**config.mk**
```make
export PLATFORM = sky130hd
export DESIGN_NAME = first_fit_block_allocator_core
export DESIGN_NICKNAME = d
export VERILOG_FILES = /design/src/rtl/core/ffba_pkg.sv /design/src/rtl/core/first_fit_block_allocator_core.sv /design/src/rtl/core/ffba_cell_mem.sv /design/src/rtl/core/ffba_ctrl.sv
export SDC_FILE = /design/constraint.sdc
export NUM_CORES = 2
export LEC_CHECK = 0
export BUFFER_PORTS_ARGS = -buffer_cell sky130_fd_sc_hd__buf_2
export CAP_MARGIN = 15
export CORE_ASPECT_RATIO = 0.6
export CORE_UTILIZATION = 67
export DETAILED_ROUTE_END_ITERATION = 10
export GPL_ROUTABILITY_DRIVEN = 0
export GPL_TIMING_DRIVEN = 0
export HOLD_SLACK_MARGIN = 0.1
export MAX_ROUTING_LAYER = met4
export PLACE_DENSITY = 0.93
export SLEW_MARGIN = 10
export SYNTH_ARGS = -nofsm -noshare
export SYNTH_HDL_FRONTEND = slang
export SYNTH_HIERARCHICAL = 1
export SYNTH_SLANG_ARGS = --single-unit
export TNS_END_PERCENT = 100
```
**constraint.sdc**
```tcl
create_clock -name clk -period 9.8 [get_ports clk]
set_input_delay 2.45 -clock clk [delete_from_list [all_inputs] [get_ports clk]]
set_output_delay 2.45 -clock clk [all_outputs]
set_load 0.005 [all_outputs]
```
**src/rtl/core/ffba_pkg.sv**
```systemverilog
package ffba_pkg;

	// default build sizes
	localparam int MAX_CELLS_DEF = 256;
	localparam int ID_BITS_DEF   = 16;

	// fixed field widths
	localparam int OPC_W    = 2;
	localparam int SIZE_W   = 9;
	localparam int EID_W    = 16;
	localparam int STAT_W   = 2;
	localparam int OUT_ID_W = 16;
	localparam int CELLS_W  = 9;

	localparam logic [CELLS_W-1:0] CELLS_RESET = 9'd256;

	// configuration port
	localparam int APB_DATA_W = 32;
	localparam int APB_ADDR_W = 3;
	localparam logic REG_CELLS_IN_USE = 1'b0;

	// operations
	localparam logic [OPC_W-1:0] OP_ALLOC      = 2'd0;
	localparam logic [OPC_W-1:0] OP_ERASE      = 2'd1;
	localparam logic [OPC_W-1:0] OP_DEFRAGMENT = 2'd2;

	// result codes
	localparam logic [STAT_W-1:0] ST_ALLOCATED              = 2'd0;
	localparam logic [STAT_W-1:0] ST_NULL                   = 2'd1;
	localparam logic [STAT_W-1:0] ST_ILLEGAL_ERASE_ARGUMENT = 2'd2;

	typedef struct packed {
		logic [STAT_W-1:0]   status;
		logic [OUT_ID_W-1:0] block_id;
	} res_t;

endpackage

```
**src/rtl/core/first_fit_block_allocator_core.sv**
```systemverilog
// alloc scans the active cells and stamps the first run that fits; erase answers only
// when the id is absent, defragment never; zero size, spent ids, erase of 0 skip the scan
// throughput: one request at a time, bounded by the single-cell read and write ports
// of the cell store; the next request is taken while a result waits at the output
// reset: asynchronous, active low; a clearing pass over all MAX_CELLS cells zeroes the
// store, during which no request is taken (configuration writes still land)
module first_fit_block_allocator_core #(
	parameter int MAX_CELLS = ffba_pkg::MAX_CELLS_DEF,
	parameter int ID_BITS   = ffba_pkg::ID_BITS_DEF
) (
	input  logic                               clk,
	input  logic                               arst_n,
	// request channel
	input  logic                               in_valid,
	output logic                               in_stall,
	input  logic [ffba_pkg::OPC_W-1:0]         opcode,
	input  logic [ffba_pkg::SIZE_W-1:0]        request_size,
	input  logic [ffba_pkg::EID_W-1:0]         erase_id,
	// result channel
	output logic                               out_valid,
	input  logic                               out_stall,
	output logic [ffba_pkg::STAT_W-1:0]        status,
	output logic [ffba_pkg::OUT_ID_W-1:0]      block_id,
	// configuration port
	input  logic                               psel,
	input  logic                               penable,
	input  logic                               pwrite,
	input  logic [ffba_pkg::APB_ADDR_W-1:0]    paddr,
	input  logic [ffba_pkg::APB_DATA_W-1:0]    pwdata,
	output logic [ffba_pkg::APB_DATA_W-1:0]    prdata,
	output logic                               pready
);
	import ffba_pkg::*;

	localparam int AW = (MAX_CELLS > 1) ? $clog2(MAX_CELLS) : 1;

	logic [CELLS_W-1:0]  cells_q;
	logic                out_valid_q;
	res_t                out_q;

	logic                busy;
	logic                res_vld;
	res_t                res;
	logic                res_take;
	logic                out_free;

	logic                rd_en;
	logic [AW-1:0]       rd_addr;
	logic [ID_BITS-1:0]  rd_data;
	logic                wr_en;
	logic [AW-1:0]       wr_addr;
	logic [ID_BITS-1:0]  wr_data;

	// configuration register, word address picks the register
	assign pready = 1'b1;

	always_ff @(posedge clk or negedge arst_n) begin
		if (!arst_n) begin
			cells_q <= CELLS_RESET;
		end else if (psel && penable && pwrite && pready && paddr[2] == REG_CELLS_IN_USE) begin
			cells_q <= pwdata[CELLS_W-1:0];
		end
	end

	assign prdata = (paddr[2] == REG_CELLS_IN_USE) ? APB_DATA_W'(cells_q) : '0;

	// one request in flight; the controller is free again once its result
	// has moved into the output register, or once a request with no answer ends
	assign in_stall = busy;

	// output register parts the controller from the downstream stall
	assign out_free = !out_valid_q || !out_stall;
	assign res_take = res_vld && out_free;

	always_ff @(posedge clk or negedge arst_n) begin
		if (!arst_n) begin
			out_valid_q <= 1'b0;
		end else if (out_free) begin
			out_valid_q <= res_vld;
		end
	end

	always_ff @(posedge clk) begin
		if (res_take) begin
			out_q <= res;
		end
	end

	assign out_valid = out_valid_q;
	assign status    = out_q.status;
	assign block_id  = out_q.block_id;

	// sequencer: scans, stamps, frees and compacts the cell store
	ffba_ctrl #(
		.MAX_CELLS (MAX_CELLS),
		.ID_BITS   (ID_BITS),
		.AW        (AW)
	) u_ctrl (
		.clk          (clk),
		.arst_n       (arst_n),
		.start        (in_valid && !in_stall),
		.opcode       (opcode),
		.request_size (request_size),
		.erase_id     (erase_id),
		.cells_in_use (cells_q),
		.busy         (busy),
		.res_vld      (res_vld),
		.res          (res),
		.res_take     (res_take),
		.rd_en        (rd_en),
		.rd_addr      (rd_addr),
		.rd_data      (rd_data),
		.wr_en        (wr_en),
		.wr_addr      (wr_addr),
		.wr_data      (wr_data)
	);

	// cell owner store, one read and one write port
	ffba_cell_mem #(
		.MAX_CELLS (MAX_CELLS),
		.ID_BITS   (ID_BITS),
		.AW        (AW)
	) u_mem (
		.clk     (clk),
		.rd_en   (rd_en),
		.rd_addr (rd_addr),
		.rd_data (rd_data),
		.wr_en   (wr_en),
		.wr_addr (wr_addr),
		.wr_data (wr_data)
	);

endmodule

```
**src/rtl/core/ffba_cell_mem.sv**
```systemverilog
module ffba_cell_mem #(
	parameter int MAX_CELLS = ffba_pkg::MAX_CELLS_DEF,
	parameter int ID_BITS   = ffba_pkg::ID_BITS_DEF,
	parameter int AW        = (MAX_CELLS > 1) ? $clog2(MAX_CELLS) : 1
) (
	input  logic               clk,
	input  logic               rd_en,
	input  logic [AW-1:0]      rd_addr,
	output logic [ID_BITS-1:0] rd_data,
	input  logic               wr_en,
	input  logic [AW-1:0]      wr_addr,
	input  logic [ID_BITS-1:0] wr_data
);
	import ffba_pkg::*;

	logic [ID_BITS-1:0] mem [MAX_CELLS];

	always_ff @(posedge clk) begin
		if (wr_en) begin
			mem[wr_addr] <= wr_data;
		end
	end

	always_ff @(posedge clk) begin
		if (rd_en) begin
			rd_data <= mem[rd_addr];
		end
	end

endmodule

```
**src/rtl/core/ffba_ctrl.sv**
```systemverilog
module ffba_ctrl #(
	parameter int MAX_CELLS = ffba_pkg::MAX_CELLS_DEF,
	parameter int ID_BITS   = ffba_pkg::ID_BITS_DEF,
	parameter int AW        = (MAX_CELLS > 1) ? $clog2(MAX_CELLS) : 1
) (
	input  logic                            clk,
	input  logic                            arst_n,
	input  logic                            start,
	input  logic [ffba_pkg::OPC_W-1:0]      opcode,
	input  logic [ffba_pkg::SIZE_W-1:0]     request_size,
	input  logic [ffba_pkg::EID_W-1:0]      erase_id,
	input  logic [ffba_pkg::CELLS_W-1:0]    cells_in_use,
	output logic                            busy,
	output logic                            res_vld,
	output ffba_pkg::res_t                  res,
	input  logic                            res_take,
	output logic                            rd_en,
	output logic [AW-1:0]                   rd_addr,
	input  logic [ID_BITS-1:0]              rd_data,
	output logic                            wr_en,
	output logic [AW-1:0]                   wr_addr,
	output logic [ID_BITS-1:0]              wr_data
);
	import ffba_pkg::*;

	localparam int CW    = $clog2(MAX_CELLS + 1);
	localparam int EW    = ((CW > SIZE_W) ? CW : SIZE_W) + 1;
	localparam int CMP_W = (ID_BITS > EID_W) ? ID_BITS : EID_W;

	localparam logic [2:0] S_CLEAR = 3'd0;
	localparam logic [2:0] S_IDLE  = 3'd1;
	localparam logic [2:0] S_ASCAN = 3'd2;
	localparam logic [2:0] S_AFILL = 3'd3;
	localparam logic [2:0] S_ESCAN = 3'd4;
	localparam logic [2:0] S_DSCAN = 3'd5;
	localparam logic [2:0] S_DTAIL = 3'd6;
	localparam logic [2:0] S_DONE  = 3'd7;

	logic [2:0]          state_q;
	logic [ID_BITS-1:0]  next_id_q;
	logic [CW-1:0]       rd_q;
	logic                vld_s1;
	logic [AW-1:0]       idx_s1;
	logic [CW-1:0]       n_q;
	logic [CW-1:0]       run_q;
	logic [CW-1:0]       w_q;
	logic [SIZE_W-1:0]   size_q;
	logic [EID_W-1:0]    erase_q;
	logic [AW-1:0]       fill_q;
	logic [AW-1:0]       last_q;
	logic                found_q;
	res_t                res_q;

	logic [CW-1:0]       active_n;
	logic [CW-1:0]       run_nxt;
	logic                scanning;
	logic                scan_end;
	logic                cell_used;
	logic                id_match;
	logic                run_done;
	logic [AW-1:0]       fill_start;

	// cells beyond the built depth act as the built depth
	assign active_n = (EW'(cells_in_use) > EW'(MAX_CELLS)) ? CW'(MAX_CELLS) : CW'(cells_in_use);

	assign scanning   = (state_q == S_ASCAN) || (state_q == S_ESCAN) || (state_q == S_DSCAN);
	assign scan_end   = !vld_s1 && (rd_q >= n_q);
	assign cell_used  = (rd_data != '0);
	assign id_match   = (CMP_W'(rd_data) == CMP_W'(erase_q));
	assign run_nxt    = run_q + CW'(1);
	assign run_done   = (EW'(run_nxt) == EW'(size_q));
	assign fill_start = AW'(EW'(idx_s1) + EW'(1) - EW'(size_q));

	assign busy    = (state_q != S_IDLE);
	assign res_vld = (state_q == S_DONE);
	assign res     = res_q;

	// read side: one cell a cycle while a scan is open
	assign rd_en   = scanning && (rd_q < n_q);
	assign rd_addr = rd_q[AW-1:0];

	// write side
	always_comb begin
		wr_en   = 1'b0;
		wr_addr = rd_q[AW-1:0];
		wr_data = '0;
		case (state_q)
			S_CLEAR: begin
				wr_en = 1'b1;
			end
			S_AFILL: begin
				wr_en   = 1'b1;
				wr_addr = fill_q;
				wr_data = next_id_q;
			end
			S_ESCAN: begin
				wr_en   = vld_s1 && id_match;
				wr_addr = idx_s1;
			end
			S_DSCAN: begin
				wr_en   = vld_s1 && cell_used;
				wr_addr = w_q[AW-1:0];
				wr_data = rd_data;
			end
			S_DTAIL: begin
				wr_en   = (w_q < n_q);
				wr_addr = w_q[AW-1:0];
			end
			default: begin
				wr_en = 1'b0;
			end
		endcase
	end

	always_ff @(posedge clk or negedge arst_n) begin
		if (!arst_n) begin
			state_q   <= S_CLEAR;
			next_id_q <= ID_BITS'(1);
			rd_q      <= '0;
			vld_s1    <= 1'b0;
		end else begin
			vld_s1 <= rd_en;
			if (rd_en) begin
				rd_q <= rd_q + CW'(1);
			end
			case (state_q)
				S_CLEAR: begin
					rd_q <= rd_q + CW'(1);
					if (rd_q == CW'(MAX_CELLS - 1)) begin
						state_q <= S_IDLE;
					end
				end
				S_IDLE: begin
					rd_q <= '0;
					if (start) begin
						case (opcode)
							OP_ALLOC: begin
								if (request_size == '0 || next_id_q == '0) begin
									state_q <= S_DONE;
								end else begin
									state_q <= S_ASCAN;
								end
							end
							OP_ERASE: begin
								if (erase_id == '0) begin
									state_q <= S_DONE;
								end else begin
									state_q <= S_ESCAN;
								end
							end
							OP_DEFRAGMENT: begin
								state_q <= S_DSCAN;
							end
							default: begin
								state_q <= S_IDLE;
							end
						endcase
					end
				end
				S_ASCAN: begin
					if (vld_s1 && !cell_used && run_done) begin
						state_q <= S_AFILL;
					end else if (scan_end) begin
						state_q <= S_DONE;
					end
				end
				S_AFILL: begin
					if (fill_q == last_q) begin
						next_id_q <= next_id_q + ID_BITS'(1);
						state_q   <= S_DONE;
					end
				end
				S_ESCAN: begin
					if (scan_end) begin
						state_q <= found_q ? S_IDLE : S_DONE;
					end
				end
				S_DSCAN: begin
					if (scan_end) begin
						state_q <= S_DTAIL;
					end
				end
				S_DTAIL: begin
					if (w_q >= n_q) begin
						state_q <= S_IDLE;
					end
				end
				S_DONE: begin
					if (res_take) begin
						state_q <= S_IDLE;
					end
				end
				default: begin
					state_q <= S_IDLE;
				end
			endcase
		end
	end

	// payload and working registers
	always_ff @(posedge clk) begin
		idx_s1 <= rd_addr;
		case (state_q)
			S_IDLE: begin
				n_q            <= active_n;
				size_q         <= request_size;
				erase_q        <= erase_id;
				run_q          <= '0;
				w_q            <= '0;
				found_q        <= 1'b0;
				res_q.status   <= (opcode == OP_ERASE) ? ST_ILLEGAL_ERASE_ARGUMENT : ST_NULL;
				res_q.block_id <= '0;
			end
			S_ASCAN: begin
				if (vld_s1) begin
					if (cell_used) begin
						run_q <= '0;
					end else begin
						run_q <= run_nxt;
					end
					fill_q <= fill_start;
					last_q <= idx_s1;
				end
			end
			S_AFILL: begin
				fill_q <= fill_q + AW'(1);
				if (fill_q == last_q) begin
					res_q <= '{status: ST_ALLOCATED, block_id: OUT_ID_W'(next_id_q)};
				end
			end
			S_ESCAN: begin
				if (vld_s1 && id_match) begin
					found_q <= 1'b1;
				end
			end
			S_DSCAN: begin
				if (vld_s1 && cell_used) begin
					w_q <= w_q + CW'(1);
				end
			end
			S_DTAIL: begin
				if (w_q < n_q) begin
					w_q <= w_q + CW'(1);
				end
			end
			default: begin
				found_q <= found_q;
			end
		endcase
	end

endmodule

```
==> results by group, run 1 <==
Floorplan
  – Starting Density: 67.64%
  – Ports: 122
  – Placement Rows: 141
  – Die Wd: 646.7 um
  – Die Y: 388.8 um

Clock network
  – Cts repair resizes: 0
  – Max Buffers Root-to-Sink: 4
  – Total CTS buffers: 352
  – Root Buffer: clkbuf_16
  – Sink Count: 4,264
  – Hold-fix buffers at CTS: 0
  – Setup Buffers After CTS: 0
  – H-tree levels: 5

Run status
  – Outcome: did not finish
  – Failed at: global routing
  – Log Error: [ERROR GRT-0232] Routing congestion too high. Check the congestion heatmap in the GUI.

Synth
  – Post-synth EDFFs: about 4.2k
  – Cell count after synthesis: 8,089
  – Post-Syn Area per Cell: 20.65 um2
  – Async SR Flop Fraction: 0.9146%
  – Post-synthesis register bit count: 4,264
  – Synth area leader: edfxtp_1
  – Sequential area share after synthesis: 76.48%
  – Synth Flop Type: edfxtp_1
  – Top cell type's share of synthesized area: 75.80%
  – Top post-synthesis cells by area: edfxtp_1 (76%), mux4_2 (11%), mux2i_1 (3.4%)
  – Total of warnings raised by yosys: 6
  – Synth cell types: 85
  – Post-Syn Area: 167,100 um2

Global route
  – Overall Global Routing Usage: 65.40%
  – Largest net degree at the start of global routing: between 90 and 100
  – Overflow after GRT: 39

Place
  – HPWL after DPL: 406,700 um
  – Input/output buffers: 72
[metrics by stage]
stage / TNS [ns] / area [um2] / hold slack (ns) / std cells / worst slack (ns)
4_1_cts: 0 / 188500 / 0.4144 / 12380 / 2.980
3_5_place_dp: 0 / 177300 / 0.4045 / 11750 / 3.306
3_3_place_gp: -7.407 / 171600 / 0.4004 / 11470 / -0.06120
2_1_floorplan: 0 / 167100 / 0.4003 / 8111 / 4.477
[Yosys cell counts, drive strengths merged (3+ instances only)]
| cell | count |
|---|---|
| mux2 | 98 |
| o32ai | 21 |
| nand4 | 39 |
| or3 | 4 |
| xor2 | 35 |
| mux2i | 573 |
| a211oi | 27 |
| o31ai | 21 |
| dfrtp | 37 |
| nor4 | 31 |
| a2111oi | 7 |
| mux4 | 797 |
| a221oi | 30 |
| o22ai | 152 |
| buf | 257 |
| or2 | 6 |
| nor3 | 101 |
| nand2 | 87 |
| xnor2 | 41 |
| inv | 45 |
| a21oi | 202 |
| a31oi | 11 |
| ha | 42 |
| nand4b | 5 |
| o21bai | 3 |
| dfxtp | 8 |
| clkbuf | 242 |
| o21ai | 56 |
| and3 | 24 |
| and2b | 9 |
| o221ai | 254 |
| nand3 | 59 |
| and2 | 14 |
| o211ai | 5 |
| nor2b | 21 |
| o21a | 5 |
| nor2 | 367 |
| edfxtp | 4217 |
| a22oi | 44 |
| nand2b | 7 |
| a21o | 20 |
| a22o | 37 |
[layer usage]
| layer | GRT overflow | global-route usage [%] |
|---|---|---|
| met1 | 6 | 65.26 |
| met2 | 11 | 75.93 |
| met3 | 8 | 58.19 |
| met4 | 14 | 54.80 |
| met5 | - | - |
[logic make-up after synthesis]
kind of cell	after synthesis	synth area share [%]
muxes	1468	14.84
adders and majority gates	43	0.3265
other	2	0.004495
buffers and inverters	544	1.879
xor gates and xnor gates	77	0.4119
AOI/OAI and AO/OA	903	3.832
and+or+nand+nor	788	2.224
DFF	4264	76.48
==> inputs of run 2 (changes only) <==
--- a/config.mk
+++ b/config.mk
@@ -7,14 +7,11 @@
 export LEC_CHECK = 0
 export BUFFER_PORTS_ARGS = -buffer_cell sky130_fd_sc_hd__buf_2
 export CAP_MARGIN = 15
-export CORE_ASPECT_RATIO = 0.6
-export CORE_UTILIZATION = 67
+export CORE_UTILIZATION = 40
 export DETAILED_ROUTE_END_ITERATION = 10
 export GPL_ROUTABILITY_DRIVEN = 0
 export GPL_TIMING_DRIVEN = 0
-export HOLD_SLACK_MARGIN = 0.1
-export MAX_ROUTING_LAYER = met4
-export PLACE_DENSITY = 0.93
+export PLACE_DENSITY_LB_ADDON = 0.15
 export SLEW_MARGIN = 10
 export SYNTH_ARGS = -nofsm -noshare
 export SYNTH_HDL_FRONTEND = slang
==> run 2 against run 1 <==
  * The flow now finishes without violations
  * Synthesized area unchanged
  * Synthesized cell count unchanged
==> results by group, run 2 <==
Synth
  – Synth Flop Type: edfxtp_1
  – Post-Syn Area per Cell: 20.65 um2 (unchanged)
  – Async SR Flop Fraction: 0.9146% (unchanged)
  – Post-Syn Area: 167,100 um2 (unchanged)
  – Top cell type's share of synthesized area: 75.80% (unchanged)
  – Synth area leader: edfxtp_1
  – Total of warnings raised by yosys: 6 (unchanged)
  – Top post-synthesis cells by area: edfxtp_1 (76%), mux4_2 (11%), mux2i_1 (3.4%)
  – Synth cell types: 85 (unchanged)
  – Synth top cells by count: edfxtp_1 (4,217), mux4_2 (797), mux2i_1 (573)
  – Sequential area share after synthesis: 76.48% (unchanged)
  – Post-synthesis register bit count: 4,264 (unchanged)
  – Most frequent cell after synthesis: edfxtp_1
  – Post-synth EDFFs: 4,217 (unchanged)
  – Cell count after synthesis: 8,089 (unchanged)

Route
  – Vias per cell: 6.081
  – Number of iterations in the first detailed-routing pass: 7
  – Final ANT Viol Nets: 0
  – Wire per inst: ~37 um
  – Drt total wl: ~550,000 um
  – 1st-iter DRT viols: approximately 13k
  – DR DRC count: 0
  – Vias: 90.05k

Min path
  – Hold path start: u_ctrl/res[6]
  – Hold Path Class: flop to flop
  – Hold Path Depth: 0
  – Hold endpoint: block_id[6]

STA
  – Hold Vio Cnt, Final: 0
  – Minimum clock period after layout: 6.672 ns
  – Setup Skew: 0.03942 ns
  – Final worst-path setup slack: 3.128 ns
  – Setup violators final: 0
  – Highest Clock Rate: 149.9 MHz
  – Slew headroom: roughly 8.2%
  – RSZ-0062 raised after global routing: false
  – Actual slew at the worst max-slew pin: around 1.4 ns
  – Sum Neg Setup Slack: 0 ns
  – Fin crit share: 68.09%
  – Max Slew Vio Count: 0

Clock network
  – Hold-fix buffers at CTS: 0 (unchanged)
  – Worst-path clk slew: 0.07 ns
  – Root Buffer: clkbuf_16
  – Cts repair resizes: 0 (unchanged)
  – Setup Buffers After CTS: 0 (unchanged)
  – CTS tree: done
  – Total CTS buffers: 439 (+25%)
  – Later-pin clock latency in the skew report: about 0.99 ns
  – Max Buffers Root-to-Sink: 4 (unchanged)
  – H-tree levels: 5 (unchanged)
  – Sink Count: 4,264 (unchanged)

Final layout
  – Register containing the most flip-flops in the final layout: u_mem/mem
  – Area growth syn-to-layout: 16.70%
  – Finished Layout Cells: between 10k and 15k
  – Area occupied by registers: between 100,000 and 150,000 um2
  – Commonest non-fill, non-tap cell in the layout: edfxtp_1
  – Layout cells sized above 1: 26.76%
  – Largest register FFs: between 4k and 5k
  – Fin nets: 9,081
  – Fillcell total: 34.37k
  – Multi-input gate area: 37,270 um2
  – Most frequent cells in the layout: edfxtp_1 (4,217), mux4_2 (797), mux2i_1 (573)

Worst setup path
  – CP delay by family, top: buffers and inverters
  – Critical path, cell by cell: buf_4 -> buf_2 -> clkbuf_2 -> buf_2 -> clkbuf_1 -> clkbuf_1 -> a21oi_1 -> nor3_1 -> nor3_1 -> nor4_1 -> buf_2
  – R2r setup slk: about 3.1 ns
  – Critical Path RT: 10.61 ns
  – Worst Path Class, Setup: flop to flop
  – CP Buf/Inv Count: 7
  – Crit path top cell by count: buf_2
  – Worst-path fanout max: 10
  – Crit path max-delay cell type: nor3_1
  – Critical path endpoint category: flop
  – Worst R2R Start: u_ctrl/rd_q[2]
  – Critical path arrival: 7.48 ns
  – Startpoint Class: flop
  – Crit path depth: 11
  – Worst R2R End: u_mem/rd_data[8]
  – Slowest stage delay, CP: about 1 ns
  – R2R cell count: 11

Place
  – Input/output buffers: 72 (unchanged)
  – Setup slack at placement: 3.344 ns (+0.03851 ns)
  – HPWL after DPL: 391,000 um (-3.9%)
  – Placed Instances: 14.00k (+19%)

Global route
  – Global-route wire length before repair: 742,500 um
  – Largest net degree at the start of global routing: 80
  – Initial antenna violation count: 41
  – Overall Global Routing Usage: 25.96%
  – Overflow after GRT: 0
  – Vias in the first global route: 86.99k

Power
  – Switching power: 19.14 mW
  – Worst vdd ir: 0.1829 mV
  – Leak Pwr: 62.17 nW
  – Power per cell area: 290.4 nW/um2
  – Total power: 56.62 mW
  – Comb pwr share: 31.3%
  – Sw frac: around a third
  – Power share of the clock group: 28.6%
  – Sequential group share of total power: 40.1%
  – Cell Int Power: 37.48 mW

Floorplan
  – Starting Density: 40.30% (-27 points)
  – Placement Rows: 236 (+67%)
  – Core Area: around 410,000 um2
  – Die Y: 648.3 um (+67%)
  – Die area: 420,200 um2
  – Ports: 122 (unchanged)
  – Die Wd: 648.3 um (+0.25%)

Run
  – Max Cap Violations: 0

Run status
  – Outcome: completed
## run 2: metrics by stage
stage          hold slack (ns)  utilization (%)  area, um2
3_3_place_gp            0.4074            42.06     174400
3_5_place_dp            0.4045            43.70     181200
5_1_grt                 0.4258            47.02     194900
6_report                0.4186            47.02     195000
4_1_cts                 0.4189            47.00     194800
2_1_floorplan           0.4003                -     167100
## run 2: how the worst max path moves through the flow
stage / start / slack (ns) / endpoint
global placement: u_ctrl/state_q[0] / -1.47 / u_mem/mem[22][9]
CTS: u_ctrl/rd_q[2] / 3.31 / u_mem/rd_data[1]
finish: u_ctrl/rd_q[2] / 3.13 / u_mem/rd_data[8]
detailed placement: u_ctrl/rd_q[2] / 3.34 / u_mem/rd_data[1]
global route: u_ctrl/rd_q[2] / 3.38 / u_mem/rd_data[10]
floorplan: u_ctrl/state_q[0] / 4.48 / u_mem/mem[0][2]
## run 2: logic make-up (layout without fill, tap and decap cells)
family	Yosys count	after routing	synth area share [%]
buffers and inverters	544	1753	1.879
flip-flops	4264	4264	76.48
XOR/XNOR	77	77	0.4119
AND/OR/NAND/NOR	788	788	2.224
adder cells (fa/ha/maj)	43	43	0.3265
other	2	39	0.004495
multiplexers	1468	1468	14.84
AO/OA/AOI/OAI	903	903	3.832
## run 2: layout make-up
cell class                 instances  area share [%]
timing repair buffer             417           3.156
sequential                      4264           65.54
buffer                           499           1.555
antenna                           15         0.01925
clock inverter                   242           1.088
multi-input combinational       3303           19.12
tap                             5474           3.513
clock buffer                     550           5.925
inverter                          45         0.08664
## run 2: routing by layer
layer	up-vias	wire length [um]	global-route usage [%]
met5	-	36	0
met4	6	24490	9.729
met3	853	57220	6.068
met2	4942	244100	38.82
met1	48560	225700	37.02
li1	35690	-	-
## run 2: worst reg2reg max path, delay by kind of cell, from the launching register on
| family | cells | cell delay, ns |
|---|---|---|
| AOI/OAI and AO/OA | 1 | 0.12 |
| DFF | 1 | 0.58 |
| and+or+nand+nor | 3 | 1.77 |
| buffers and inverters | 7 | 4.04 |
## run 2: power groups by stage
stage | registers, mW | logic (mW) | clock network [mW]
floorplan | 23.5 | 9.21 | 0
global placement | 24.4 | 16.2 | 0
detailed placement | 23.1 | 17.5 | 0
CTS | 22.7 | 17.5 | 16.4
global route | 22.8 | 18.1 | 17.1
finish | 22.7 | 17.7 | 16.2
No activity file was read; power rests on OpenSTA's default activity.
